<file path="src/rtl/etv_pkg.sv">
package etv_pkg;

  localparam int IN_TDATA_W  = 40;
  localparam int IN_TUSER_W  = 7;
  localparam int OUT_TDATA_W = 8;
  localparam int CFG_ADDR_W  = 4;
  localparam int CFG_DATA_W  = 32;

  // Pixel formats
  localparam logic [2:0] FMT_RGB565 = 3'd0;
  localparam logic [2:0] FMT_INDEX4 = 3'd1;
  localparam logic [2:0] FMT_INDEX6 = 3'd2;
  localparam logic [2:0] FMT_ALPHA8 = 3'd3;

  // Codecs
  localparam logic [2:0] CODEC_RAW   = 3'd0;
  localparam logic [2:0] CODEC_RLE   = 3'd1;
  localparam logic [2:0] CODEC_PAL16 = 3'd2;
  localparam logic [2:0] CODEC_PAL64 = 3'd3;

  // Register indexes (word address bits [3:2])
  localparam logic [1:0] REG_MAX_W     = 2'd0;
  localparam logic [1:0] REG_MAX_H     = 2'd1;
  localparam logic [1:0] REG_MAX_BYTES = 2'd2;

  localparam logic [15:0] RST_MAX_W     = 16'd64;
  localparam logic [15:0] RST_MAX_H     = 16'd64;
  localparam logic [15:0] RST_MAX_BYTES = 16'd8192;

  localparam logic [16:0] BYTES_SAT  = 17'h1FFFF;
  localparam logic [7:0]  PAL16_MAX  = 8'd16;
  localparam logic [7:0]  PAL64_MAX  = 8'd64;
  localparam int          IDX_BITS   = 6;

  typedef struct packed {
    logic [15:0] max_w;
    logic [15:0] max_h;
    logic [15:0] max_bytes;
  } etv_cfg_t;

  typedef struct packed {
    logic [7:0]  data;
    logic        first;
    logic        last;
    logic [2:0]  fmt;
    logic [2:0]  codec;
    logic [31:0] pixels;
    logic        dim_fail;
  } etv_item_t;

endpackage

</file>
<file path="src/rtl/etv_cfg_regs.sv">
module etv_cfg_regs (
  input  logic                             clk,
  input  logic                             rst_n,
  input  logic                             cfg_psel,
  input  logic                             cfg_penable,
  input  logic                             cfg_pwrite,
  input  logic [etv_pkg::CFG_ADDR_W-1:0]   cfg_paddr,
  input  logic [etv_pkg::CFG_DATA_W-1:0]   cfg_pwdata,
  output logic [etv_pkg::CFG_DATA_W-1:0]   cfg_prdata,
  output logic                             cfg_pready,
  output etv_pkg::etv_cfg_t                cfg
);
  import etv_pkg::*;

  logic [15:0] max_w_r, max_h_r, max_bytes_r;
  logic        wr_en;
  logic [1:0]  reg_idx;

  assign cfg_pready = 1'b1;
  assign reg_idx    = cfg_paddr[3:2];
  assign wr_en      = cfg_psel && cfg_penable && cfg_pwrite && cfg_pready;

  always_ff @(posedge clk) begin
    if (!rst_n) begin
      max_w_r     <= RST_MAX_W;
      max_h_r     <= RST_MAX_H;
      max_bytes_r <= RST_MAX_BYTES;
    end else if (wr_en) begin
      unique case (reg_idx)
        REG_MAX_W:     max_w_r     <= cfg_pwdata[15:0];
        REG_MAX_H:     max_h_r     <= cfg_pwdata[15:0];
        REG_MAX_BYTES: max_bytes_r <= cfg_pwdata[15:0];
        default: ;
      endcase
    end
  end

  always_comb begin
    unique case (reg_idx)
      REG_MAX_W:     cfg_prdata = {16'd0, max_w_r};
      REG_MAX_H:     cfg_prdata = {16'd0, max_h_r};
      REG_MAX_BYTES: cfg_prdata = {16'd0, max_bytes_r};
      default:       cfg_prdata = '0;
    endcase
  end

  assign cfg.max_w     = max_w_r;
  assign cfg.max_h     = max_h_r;
  assign cfg.max_bytes = max_bytes_r;

endmodule

</file>
<file path="src/rtl/etv_front.sv">
module etv_front (
  input  logic                             clk,
  input  logic                             rst_n,
  input  logic                             in_tvalid,
  output logic                             in_tready,
  input  logic [etv_pkg::IN_TDATA_W-1:0]   in_tdata,
  input  logic                             in_tlast,
  input  logic [etv_pkg::IN_TUSER_W-1:0]   in_tuser,
  input  etv_pkg::etv_cfg_t                cfg,
  input  logic                             advance,
  output logic                             item_valid,
  output etv_pkg::etv_item_t               item
);
  import etv_pkg::*;

  logic        a_valid_r;
  etv_item_t   item_r;
  etv_item_t   item_nxt;
  logic [15:0] w, h;

  assign w = in_tdata[23:8];
  assign h = in_tdata[39:24];

  // Tile size product and dimension check are done here, ahead of the tile state.
  always_comb begin
    item_nxt.data     = in_tdata[7:0];
    item_nxt.first    = in_tuser[0];
    item_nxt.last     = in_tlast;
    item_nxt.fmt      = in_tuser[3:1];
    item_nxt.codec    = in_tuser[6:4];
    item_nxt.pixels   = {16'd0, w} * {16'd0, h};
    item_nxt.dim_fail = (w == 16'd0) || (h == 16'd0) || (w > cfg.max_w) || (h > cfg.max_h);
  end

  assign in_tready = !a_valid_r || advance;

  always_ff @(posedge clk) begin
    if (!rst_n) begin
      a_valid_r <= 1'b0;
    end else if (in_tready) begin
      a_valid_r <= in_tvalid;
    end
  end

  always_ff @(posedge clk) begin
    if (in_tvalid && in_tready) begin
      item_r <= item_nxt;
    end
  end

  assign item_valid = a_valid_r;
  assign item       = item_r;

endmodule

</file>
<file path="src/rtl/etv_core.sv">
module etv_core (
  input  logic                             clk,
  input  logic                             rst_n,
  input  logic                             item_valid,
  input  etv_pkg::etv_item_t               item,
  input  etv_pkg::etv_cfg_t                cfg,
  input  logic                             out_tready,
  output logic                             advance,
  output logic                             out_tvalid,
  output logic [etv_pkg::OUT_TDATA_W-1:0]  out_tdata
);
  import etv_pkg::*;

  localparam logic [1:0] REC_LEN_RGB   = 2'd3;
  localparam logic [1:0] REC_LEN_ALPHA = 2'd2;

  // Tile state
  logic [2:0]  fmt_r, codec_r;
  logic [31:0] pexp_r, pseen_r;
  logic [16:0] bytes_r;
  logic [1:0]  phase_r;
  logic [7:0]  pal_r;
  logic [12:0] buf_r;
  logic [3:0]  bh_r;
  logic        failed_r;
  logic        out_valid_r, verdict_r;

  // Working state after a possible restart on the first word
  logic [2:0]  cur_fmt, cur_codec;
  logic [31:0] cur_pexp, cur_pseen;
  logic [16:0] cur_bytes;
  logic [1:0]  cur_phase;
  logic [7:0]  cur_pal;
  logic [12:0] cur_buf;
  logic [3:0]  cur_bh;
  logic        cur_failed;

  // Updated state
  logic [31:0] pseen_upd;
  logic [16:0] bytes_upd;
  logic [1:0]  phase_upd;
  logic [7:0]  pal_upd;
  logic [12:0] buf_upd;
  logic [3:0]  bh_upd;
  logic        failed_upd;

  logic        rle3, rle2, pal4, pal6, raw565, raw8;
  logic [31:0] rem;
  logic        rem_ge1, rem_ge2;
  logic [32:0] run_sum;
  logic        run_fail;
  logic [1:0]  phase_inc;
  logic        phase_wrap;
  logic        pos0, in_hdr;
  logic        hi_fail, lo_fail;
  logic [1:0]  nib_cnt;
  logic [12:0] merged, buf1, buf2;
  logic [3:0]  bh8, bh1, bh2;
  logic        c2;
  logic [5:0]  idx1, idx2;
  logic        six_fail;

  logic        ok_base, ok;
  logic [32:0] twice_p, half_p;
  logic [34:0] six_p, six_bytes;
  logic [33:0] pal4_len;
  logic [35:0] pal6_len;

  always_comb begin
    if (item.first) begin
      cur_fmt    = item.fmt;
      cur_codec  = item.codec;
      cur_pexp   = item.pixels;
      cur_pseen  = '0;
      cur_bytes  = '0;
      cur_phase  = '0;
      cur_pal    = '0;
      cur_buf    = '0;
      cur_bh     = '0;
      cur_failed = item.dim_fail;
    end else begin
      cur_fmt    = fmt_r;
      cur_codec  = codec_r;
      cur_pexp   = pexp_r;
      cur_pseen  = pseen_r;
      cur_bytes  = bytes_r;
      cur_phase  = phase_r;
      cur_pal    = pal_r;
      cur_buf    = buf_r;
      cur_bh     = bh_r;
      cur_failed = failed_r;
    end
  end

  assign rle3   = (cur_fmt == FMT_RGB565) && (cur_codec == CODEC_RLE);
  assign rle2   = (cur_fmt == FMT_ALPHA8) && (cur_codec == CODEC_RLE);
  assign pal4   = (cur_fmt == FMT_INDEX4) && (cur_codec == CODEC_PAL16);
  assign pal6   = (cur_fmt == FMT_INDEX6) && (cur_codec == CODEC_PAL64);
  assign raw565 = (cur_fmt == FMT_RGB565) && (cur_codec == CODEC_RAW);
  assign raw8   = (cur_fmt == FMT_ALPHA8) && (cur_codec == CODEC_RAW);

  // Pixels still owed; pixels_seen never passes the expected count.
  assign rem     = cur_pexp - cur_pseen;
  assign rem_ge1 = (rem != 32'd0);
  assign rem_ge2 = (rem[31:1] != 31'd0);

  // Run records
  assign run_sum    = {1'b0, cur_pseen} + {25'd0, item.data};
  assign run_fail   = (item.data == 8'd0) || (run_sum > {1'b0, cur_pexp});
  assign phase_inc  = cur_phase + 2'd1;
  assign phase_wrap = rle3 ? (phase_inc >= REC_LEN_RGB) : (phase_inc >= REC_LEN_ALPHA);

  // Palette header covers the count byte and two bytes per entry
  assign pos0   = (cur_bytes == 17'd0);
  assign in_hdr = cur_bytes < (17'd1 + {8'd0, cur_pal, 1'b0});

  // 4-bit indices, high nibble first
  assign hi_fail = rem_ge1 && ({4'd0, item.data[7:4]} >= cur_pal);
  assign lo_fail = rem_ge2 && ({4'd0, item.data[3:0]} >= cur_pal);
  assign nib_cnt = {1'b0, rem_ge1} + {1'b0, rem_ge2};

  // 6-bit indices, LSB first; at most two come out of one byte
  assign merged   = cur_buf | (13'(item.data) << cur_bh);
  assign bh8      = cur_bh + 4'd8;
  assign idx1     = merged[5:0];
  assign buf1     = merged >> IDX_BITS;
  assign bh1      = bh8 - 4'(IDX_BITS);
  assign c2       = (bh1 >= 4'(IDX_BITS)) && rem_ge2;
  assign idx2     = buf1[5:0];
  assign buf2     = buf1 >> IDX_BITS;
  assign bh2      = bh1 - 4'(IDX_BITS);
  assign six_fail = ({2'd0, idx1} >= cur_pal) || (c2 && ({2'd0, idx2} >= cur_pal));

  assign bytes_upd = (cur_bytes == BYTES_SAT) ? cur_bytes : cur_bytes + 17'd1;

  always_comb begin
    pseen_upd  = cur_pseen;
    phase_upd  = cur_phase;
    pal_upd    = cur_pal;
    buf_upd    = cur_buf;
    bh_upd     = cur_bh;
    failed_upd = cur_failed;
    if (rle3 || rle2) begin
      if (cur_phase == 2'd0) begin
        if (run_fail) begin
          failed_upd = 1'b1;
        end else begin
          pseen_upd = run_sum[31:0];
        end
      end
      phase_upd = phase_wrap ? 2'd0 : phase_inc;
    end else if (pal4 || pal6) begin
      if (pos0) begin
        pal_upd = item.data;
      end else if (!in_hdr) begin
        if (pal4) begin
          failed_upd = cur_failed | hi_fail | lo_fail;
          pseen_upd  = cur_pseen + {30'd0, nib_cnt};
        end else if (!rem_ge1) begin
          // all pixels seen: drop padding
          buf_upd = '0;
          bh_upd  = '0;
        end else begin
          failed_upd = cur_failed | six_fail;
          pseen_upd  = cur_pseen + (c2 ? 32'd2 : 32'd1);
          buf_upd    = c2 ? buf2 : buf1;
          bh_upd     = c2 ? bh2 : bh1;
        end
      end
    end
  end

  // Verdict on the updated state
  assign twice_p   = {cur_pexp, 1'b0};
  assign half_p    = ({1'b0, cur_pexp} + 33'd1) >> 1;
  assign six_p     = {1'b0, cur_pexp, 2'b00} + {2'b00, cur_pexp, 1'b0};
  assign six_bytes = (six_p + 35'd7) >> 3;
  assign pal4_len  = {1'b0, half_p} + {25'd0, pal_upd, 1'b1};
  assign pal6_len  = {1'b0, six_bytes} + {27'd0, pal_upd, 1'b1};

  assign ok_base = !failed_upd && (cur_pexp != 32'd0) && (bytes_upd <= {1'b0, cfg.max_bytes});

  always_comb begin
    if (raw565) begin
      ok = ok_base && ({16'd0, bytes_upd} == twice_p);
    end else if (raw8) begin
      ok = ok_base && ({15'd0, bytes_upd} == cur_pexp);
    end else if (rle3 || rle2) begin
      ok = ok_base && (pseen_upd == cur_pexp) && (phase_upd == 2'd0);
    end else if (pal4) begin
      ok = ok_base && (bytes_upd >= 17'd3) && (pal_upd != 8'd0) && (pal_upd <= PAL16_MAX) &&
           ({17'd0, bytes_upd} == pal4_len);
    end else if (pal6) begin
      ok = ok_base && (bytes_upd >= 17'd4) && (pal_upd != 8'd0) && (pal_upd <= PAL64_MAX) &&
           ({19'd0, bytes_upd} == pal6_len);
    end else begin
      ok = 1'b0;
    end
  end

  // A last word waits only while the verdict slot is full and not taken.
  assign advance = item_valid && (!item.last || !out_valid_r || out_tready);

  always_ff @(posedge clk) begin
    if (!rst_n) begin
      fmt_r    <= '0;
      codec_r  <= '0;
      pexp_r   <= '0;
      pseen_r  <= '0;
      bytes_r  <= '0;
      phase_r  <= '0;
      pal_r    <= '0;
      buf_r    <= '0;
      bh_r     <= '0;
      failed_r <= 1'b0;
    end else if (advance) begin
      if (item.last) begin
        // clear tile state after the verdict
        fmt_r    <= '0;
        codec_r  <= '0;
        pexp_r   <= '0;
        pseen_r  <= '0;
        bytes_r  <= '0;
        phase_r  <= '0;
        pal_r    <= '0;
        buf_r    <= '0;
        bh_r     <= '0;
        failed_r <= 1'b0;
      end else begin
        fmt_r    <= cur_fmt;
        codec_r  <= cur_codec;
        pexp_r   <= cur_pexp;
        pseen_r  <= pseen_upd;
        bytes_r  <= bytes_upd;
        phase_r  <= phase_upd;
        pal_r    <= pal_upd;
        buf_r    <= buf_upd;
        bh_r     <= bh_upd;
        failed_r <= failed_upd;
      end
    end
  end

  always_ff @(posedge clk) begin
    if (!rst_n) begin
      out_valid_r <= 1'b0;
    end else if (advance && item.last) begin
      out_valid_r <= 1'b1;
    end else if (out_tready) begin
      out_valid_r <= 1'b0;
    end
  end

  always_ff @(posedge clk) begin
    if (advance && item.last) begin
      verdict_r <= ok;
    end
  end

  assign out_tvalid = out_valid_r;
  assign out_tdata  = {7'd0, verdict_r};

endmodule

</file>
<file path="src/rtl/encoded_tile_validator.sv">
// Channel | Dir | Word
// in_     | in  | tdata: data_byte, tile_width, tile_height; tlast: last_byte;
//         |     | tuser: first_byte, color_format, codec
// out_    | out | tdata: tile_valid (bits 7:1 zero)
// cfg_    | in  | APB: 0x0 max_tile_width, 0x4 max_tile_height, 0x8 max_encoded_bytes
//
// One word per cycle while in_tready is high: the input register feeds the tile state and the verdict register.
// The verdict shows on out_ once its last word has passed the input register into the verdict register.
// in_tready drops only while a last word waits behind a verdict not yet taken.
// rst_n is synchronous: it drops the pipeline, clears tile state, restores register defaults.
module encoded_tile_validator (
  input  logic                             clk,
  input  logic                             rst_n,
  input  logic                             in_tvalid,
  output logic                             in_tready,
  // [7:0] data_byte, [23:8] tile_width, [39:24] tile_height
  input  logic [etv_pkg::IN_TDATA_W-1:0]   in_tdata,
  input  logic                             in_tlast,
  // [0] first_byte, [3:1] color_format, [6:4] codec
  input  logic [etv_pkg::IN_TUSER_W-1:0]   in_tuser,
  output logic                             out_tvalid,
  input  logic                             out_tready,
  // [0] tile_valid, [7:1] zero
  output logic [etv_pkg::OUT_TDATA_W-1:0]  out_tdata,
  input  logic                             cfg_psel,
  input  logic                             cfg_penable,
  input  logic                             cfg_pwrite,
  input  logic [etv_pkg::CFG_ADDR_W-1:0]   cfg_paddr,
  input  logic [etv_pkg::CFG_DATA_W-1:0]   cfg_pwdata,
  output logic [etv_pkg::CFG_DATA_W-1:0]   cfg_prdata,
  output logic                             cfg_pready
);
  import etv_pkg::*;

  etv_cfg_t  cfg;
  etv_item_t item;
  logic      item_valid;
  logic      advance;

  etv_cfg_regs u_cfg (
    .clk         (clk),
    .rst_n       (rst_n),
    .cfg_psel    (cfg_psel),
    .cfg_penable (cfg_penable),
    .cfg_pwrite  (cfg_pwrite),
    .cfg_paddr   (cfg_paddr),
    .cfg_pwdata  (cfg_pwdata),
    .cfg_prdata  (cfg_prdata),
    .cfg_pready  (cfg_pready),
    .cfg         (cfg)
  );

  etv_front u_front (
    .clk        (clk),
    .rst_n      (rst_n),
    .in_tvalid  (in_tvalid),
    .in_tready  (in_tready),
    .in_tdata   (in_tdata),
    .in_tlast   (in_tlast),
    .in_tuser   (in_tuser),
    .cfg        (cfg),
    .advance    (advance),
    .item_valid (item_valid),
    .item       (item)
  );

  etv_core u_core (
    .clk        (clk),
    .rst_n      (rst_n),
    .item_valid (item_valid),
    .item       (item),
    .cfg        (cfg),
    .out_tready (out_tready),
    .advance    (advance),
    .out_tvalid (out_tvalid),
    .out_tdata  (out_tdata)
  );

endmodule

</file>
<file path="config.mk">
export PLATFORM = sky130hd
export DESIGN_NAME = encoded_tile_validator
export DESIGN_NICKNAME = d
export VERILOG_FILES = /design/src/rtl/etv_pkg.sv /design/src/rtl/etv_cfg_regs.sv /design/src/rtl/etv_front.sv /design/src/rtl/etv_core.sv /design/src/rtl/encoded_tile_validator.sv
export SDC_FILE = /design/constraint.sdc
export NUM_CORES = 2
export LEC_CHECK = 0
export ABC_CLOCK_PERIOD_IN_PS = 13540
export BUFFER_PORTS_ARGS = -buffer_cell sky130_fd_sc_hd__buf_2
export CAP_MARGIN = 30
export CORE_MARGIN = 2
export CORE_UTILIZATION = 30
export CTS_CLUSTER_SIZE = 8
export DETAILED_ROUTE_END_ITERATION = 12
export GPL_TIMING_DRIVEN = 0
export SETUP_SLACK_MARGIN = 0.5
export SYNTH_ARGS = -nofsm -noshare
export SYNTH_HDL_FRONTEND = slang
export SYNTH_SLANG_ARGS = --single-unit
export TNS_END_PERCENT = 10
</file>
<file path="constraint.sdc">
create_clock -name clk -period 13.54 [get_ports clk]
set_clock_uncertainty 0.1 [all_clocks]
set_input_delay 0.677 -clock clk [delete_from_list [all_inputs] [get_ports clk]]
set_output_delay 0.677 -clock clk [all_outputs]
set_load 0.005 [all_outputs]
</file>
**Word-level counts from Yosys, hierarchy flattened**

Cells that the tools add are included.

- Div/mod/pow operators: 0
- Mux-type cells: 66
- Reductions and logical operators: 60
- Magnitude comparators: 16
- Equality and inequality tests: 14
- Multipliers: 1
- Add/subtract/negate cells: 16
- Bitwise gates (word level): 4
- Shifts and indexed selects: 1

Operators by type and width:

| cell | number |
|---|---|
| 2-to-1 mux 32 bit | 12 |
| 2-to-1 mux 13 bit | 8 |
| adder 32 x 9 -> 33 bit | 2 |
| nonzero test 32 bit | 2 |
| 2-to-1 mux 17 bit | 3 |
| case mux 16 bit (3 select lines) | 1 |
| 2-to-1 mux 8 bit | 5 |
| equality test 17 x 36 -> 1 bit | 1 |
| 2-to-1 mux 4 bit | 9 |
| adder 34 x 33 -> 35 bit | 1 |
| adder 35 x 3 -> 35 bit (second input constant) | 1 |
| equality test 17 x 34 -> 1 bit | 1 |
| adder 32 x 1 -> 33 bit (second input constant) | 1 |
| adder 32 x 8 -> 33 bit | 1 |
| equality test 17 x 33 -> 1 bit | 1 |
| greater-than comparator 33 x 32 -> 1 bit | 1 |
| adder 32 x 2 -> 32 bit | 1 |
| adder 32 bit | 1 |
| equality test 17 x 32 -> 1 bit | 1 |
| equality test 32 bit | 1 |
| greater-than comparator 16 bit | 2 |
| zero test 16 bit | 2 |
| multiplier 16 x 16 -> 32 bit | 1 |
| subtractor 32 bit | 1 |
| other kinds (39) | 118 |

- Latch bits: 0
- Register bits: 215
- Memories kept: 0
- Bits of input ports: 91
- ROM bits: 0
- RAM bits: 0
- Word-level logic and storage cells: 201

**Depth between registers and ports, before layout**

- Depth after elaboration: 26
- Depth in mapped cells: 43
- Depth with buffers taken out: 31

**Cells and area by module**

Synthesis repeated with hierarchy kept, for this count alone.

- Cell total of the unflattened synthesis: 4274
- Area total of the unflattened synthesis: 33783.7 sq um

Modules (own cells, without submodules):

| module | cells an instance | times used | area each (sq um) | seq. area each (sq um) |
|---|---|---|---|---|
| etv_core | 2866 | 1 | 20523.4 | 2352.3 |
| etv_front | 1155 | 1 | 10956.8 | 1491.4 |
| etv_cfg_regs | 253 | 1 | 2303.5 | 960.9 |

**Worst setup path before layout**

No wires, ideal clock.

- Path type: register -> register
- From: register u_front.item_r, in the netlist u_front.item[40]
- To: register u_core.verdict_r, data pin
- Arrival: 10.311 ns
- Path slack: 2.949 ns
- Required time: 13.260 ns
- Stages on the path, launching flop included: 40
- Library setup time: 0.180 ns
- Cells stage by stage: edfxtp_1 > buf_6 > buf_6 > buf_2 > buf_2 > buf_4 > buf_2 > buf_2 > buf_2 > buf_1 > buf_2 > mux2i_1 > inv_1 > ha_1 > a21o_1 > a21o_1 > a2111oi_2 > o2111ai_1 > [... 4 more ...] > nand4_1 > nor3_1 > nand2b_1 > clkbuf_1 > ha_1 > inv_1 > fa_1 > o21ai_0 > and3_1 > nand3_1 > or3_1 > clkbuf_1 > nor4_1 > mux2_2 > a221oi_1 > and4_1 > nand4_1 > o41ai_2

- Longest elaborated chain between the ends: 26
- Elaborated cells between the ends (all ways): 123

RTL lines:

| element | RTL line | source |
|---|---|---|
| from (decl) | etv_front.sv:17 | `etv_item_t item_r;` |
| from (signal assigned) | etv_front.sv:47 | `item_r <= item_nxt;` |
| branches (longest 25 deep; another with adder 32 bit) | -- |  |
| 2-to-1 mux 1 bit * | etv_core.sv:184 | `if (raw565) begin` |
| net u_core.ok | etv_core.sv:63 | `logic ok_base, ok;` |
| to (signal assigned) | etv_core.sv:256 | `verdict_r <= ok;` |
| to (decl) | etv_core.sv:26 | `logic out_valid_r, verdict_r;` |

Mark *: on every way through the listed nets, which the timed path passes.
A chain may end at the register's enable or synchronous reset.

**Final worst setup path**

Ends and elaborated chain as after synthesis.

==> metrics.md <==
| Metric | Value |
|---|---|
| Status | complete, no violations |
| Final hold viol count | 0 |
| Synthesis Warnings | 0 |
| Hold slack final | 0.146 ns |
| Post-synth EDFFs | 50 |
| Initial Utilization | 30.1% |
| P&R area growth vs syn | 12.0% |
| Max Freq | 77.8 MHz |
| Initial DRC count | 3239 |
| Core Region | 107000 um2 |
| Met3 WL | 12500 um |
| Fin crit share | 94.9% |
| Cell taking the most area after synthesis | ha_1 |
| Ys flop type | dfxtp_1 |
| Max-cap violations | 0 |
| Power density over cell area | 171 nW/um2 |
| Crit Path Class | reg -> reg |
| Met2 WL | 56400 um |
| CP Launch Type | flip-flop |
| Crit. End Element | flip-flop |
| Worst Hold Class | in -> reg |
| Clk sink count | 215 |
| Post-synth ARST share | 0% |
| Synth Instances | 4056 |
| I/O Pins | 134 |
| Via density | 5.56 |
| Post-DR wirelength/cell | 23.1 um |
| Fin nets | 4892 |
| RSZ-0062 raised after global routing | no |
| Via count | 31.6k |
| Critical path arrival | 13.14 ns |
| Depth of the CTS H-tree | 1 |
| Die width | 332 um |
| Synth area leaders | ha_1 (13%), fa_1 (12%), dfxtp_1 (10%) |
| Most frequent cell after synthesis | nand2_1 |
| 1st-pass router iterations | 6 |
| Clock root buffer master | clkbuf_16 |
| Port bufs | 90 |
| Final setup fails | 0 |
| # hold bufs at CTS | 0 |
| Detailed Place HPWL | 106000 um |
| Tmin final | 12.85 ns |
| Least-Margin Pin Slew | 1.09 ns |
| Max VDD drop | 0.275 mV |
| Clk buf depth | 3 |
| Aggregate global routing overflow | 0 |
| First-pass GRT wire length | 195000 um |
| Routed wire length | 131000 um |
| Leakage | 0.0151 uW |
| Share of layout cells above drive strength 1 | 7.27% |
| Synth top cells by count | nand2_1 (511), inv_1 (379), ha_1 (345) |
| Netlist cell types | 110 |
| Die ar. | 110000 um2 |
| Max-slew violation count | 0 |
| Vias in the first global route | 30.4k |
| Initial antenna violation count | 5 |
| GRT Util Overall | 23.0% |
| Relative max-transition margin | 27.0% |
| Share of the synthesized area in the top cell type | 13.4% |
| Vert. Die Dim | 332 um |
| Crit-path slowest cell | or4_1 |
| Clock-pin slew on the worst setup and hold paths | 0.06 ns |
| CTS tree | done |
| Post-route ant nets | 0 |
| WP data required | 13.82 ns |
| Sequential fraction of the synthesis area | 14.9% |
| Num CTS Buffers | 31 |
| Crit path max fanout | 11 |
| Slowest stage delay, CP | 0.54 ns |
| Final routed DRC violation total | 0 |
| Post-Synthesis Cell Area | 32200 um2 |
| # fillers | 11.3k |
| Final Wtd Congestion | 1.04 |
| Cell row count | 120 |
| Cell repeated most along the worst path | buf_6 |
| Largest net degree at the start of global routing | 30 |
| Total chip power | 6150 uW |
| Synth Area per Inst | 7.94 um2 |
| Max Used Layer | met5 |
| Synthesis-stage register bit count | 215 |
| Met1 WL | 56100 um |
| Clk_lat worst skew | 0.62 ns |
-- stage by stage --
stage               cell area, um2  setup TNS, ns  worst slack [ns]  std cells  util [%]
finish                       36000              0             0.685       5681      33.8
global route                 36000              0             0.570       5678      33.8
CTS                          36000              0             0.579       5672      33.7
detailed placement           34900         -15.73             -2.50       5619      32.7
global placement             34500         -53.35             -3.63       5571      32.3
floorplan                    32300              0              2.95       4078         -
-- logic make-up (layout without fill, tap and decap cells) --
group,Yosys count,after routing,synth area share [%]
simple gates,1462,1462,22.9
xor+xnor,285,285,7.88
compound gates,883,883,18.6
mux,73,73,2.40
fa+ha+maj,546,546,25.8
buf+inv,590,787,7.37
other cells,2,27,0.0233
flops,215,215,14.9
-- per-layer routing --
metal / GRT usage [%] / vias to the layer above
li1: - / 14500
met1: 31.2 / 15200
met2: 35.7 / 1540
met3: 4.25 / 290
met4: 9.39 / 2
met5: 0 / -
-- path summary, 6_finish.rpt --
check | start | end | slack (ns) | cells after the start
setup / recovery | u_front.item[40] | u_core.verdict_r | 0.69 | 43
hold / removal | in_tuser[2] | u_front.item[37] | 0.15 | 1
setup reg to reg | u_front.item[40] | u_core.verdict_r | 0.69 | 43
hold reg to reg | u_cfg.max_h_r[8] | u_cfg.max_h_r[8] | 0.38 | 2
-- registers in the layout (all words and copies together), names as in the netlist --
name and count:
u_core.phase_r 2, u_core.fmt_r 3, u_cfg.max_w_r 16, u_cfg.max_bytes_r 16, u_core.verdict_r 1, u_core.failed_r 1
u_core.bytes_r 17, u_front.item 49, u_core.pseen_r 32, u_core.pal_r 8, u_core.buf_r 13, u_cfg.max_h_r 16
u_core.pexp_r 32, u_core.codec_r 3, u_core.bh_r 4, u_core.out_tvalid 1, u_front.item_valid 1
-- where the power goes --
group | leakage [uW] | switching, uW | total (uW) | internal, uW
Combinational | 0.0128 | 2750 | 4470 | 1720
Clock | 0.000431 | 326 | 760 | 435
Sequential | 0.00182 | 73.0 | 923 | 850
-- final cells by class --
| class | instances | area [um2] | share of cell area (%) |
|---|---|---|---|
| clock buffer | 49 | 873 | 2.42 |
| buffer | 206 | 987 | 2.74 |
| sequential | 215 | 4800 | 13.3 |
| timing repair buffer | 147 | 962 | 2.67 |
| multi-input combinational | 3273 | 25200 | 69.9 |
| inverter | 384 | 1440 | 4.01 |
| tap | 1403 | 1760 | 4.87 |
| clock inverter | 1 | 20.0 | 0.0555 |
| antenna | 3 | 7.51 | 0.0208 |
-- critical path, delay by kind of cell (launching register included) --
| family | cells | cell delay [ns] |
|---|---|---|
| AO/OA/AOI/OAI | 7 | 2.47 |
| adder cells (fa/ha/maj) | 3 | 1.05 |
| buffers and inverters | 19 | 4.30 |
| flip-flops | 1 | 0.34 |
| multiplexers | 2 | 0.79 |
| AND/OR/NAND/NOR | 12 | 3.48 |
-- cells in the final DEF, fill, tap and decap left out, types with 66 or more instances in the layout --
master,Yosys,routed
nand2_1,511,511
inv_1,379,379
ha_1,345,345
xnor2_1,225,225
a21oi_1,205,205
fa_1,198,198
nor2_1,176,176
nor2b_1,166,166
dfxtp_1,165,165
clkbuf_1,143,152
o21ai_0,147,146
and2_1,114,114
buf_2,17,112
nor3_1,97,96
nand3_1,81,81
a21boi_0,70,68
nand4_1,66,66
-- what timing repair did --
action                                  in CTS  in global routing
endpoints found under the setup margin      28                  1
pin swaps                                    2                  1
resized for setup                           26                 16
setup buffers                                3                  3
No activity file was read; power rests on OpenSTA's default activity.
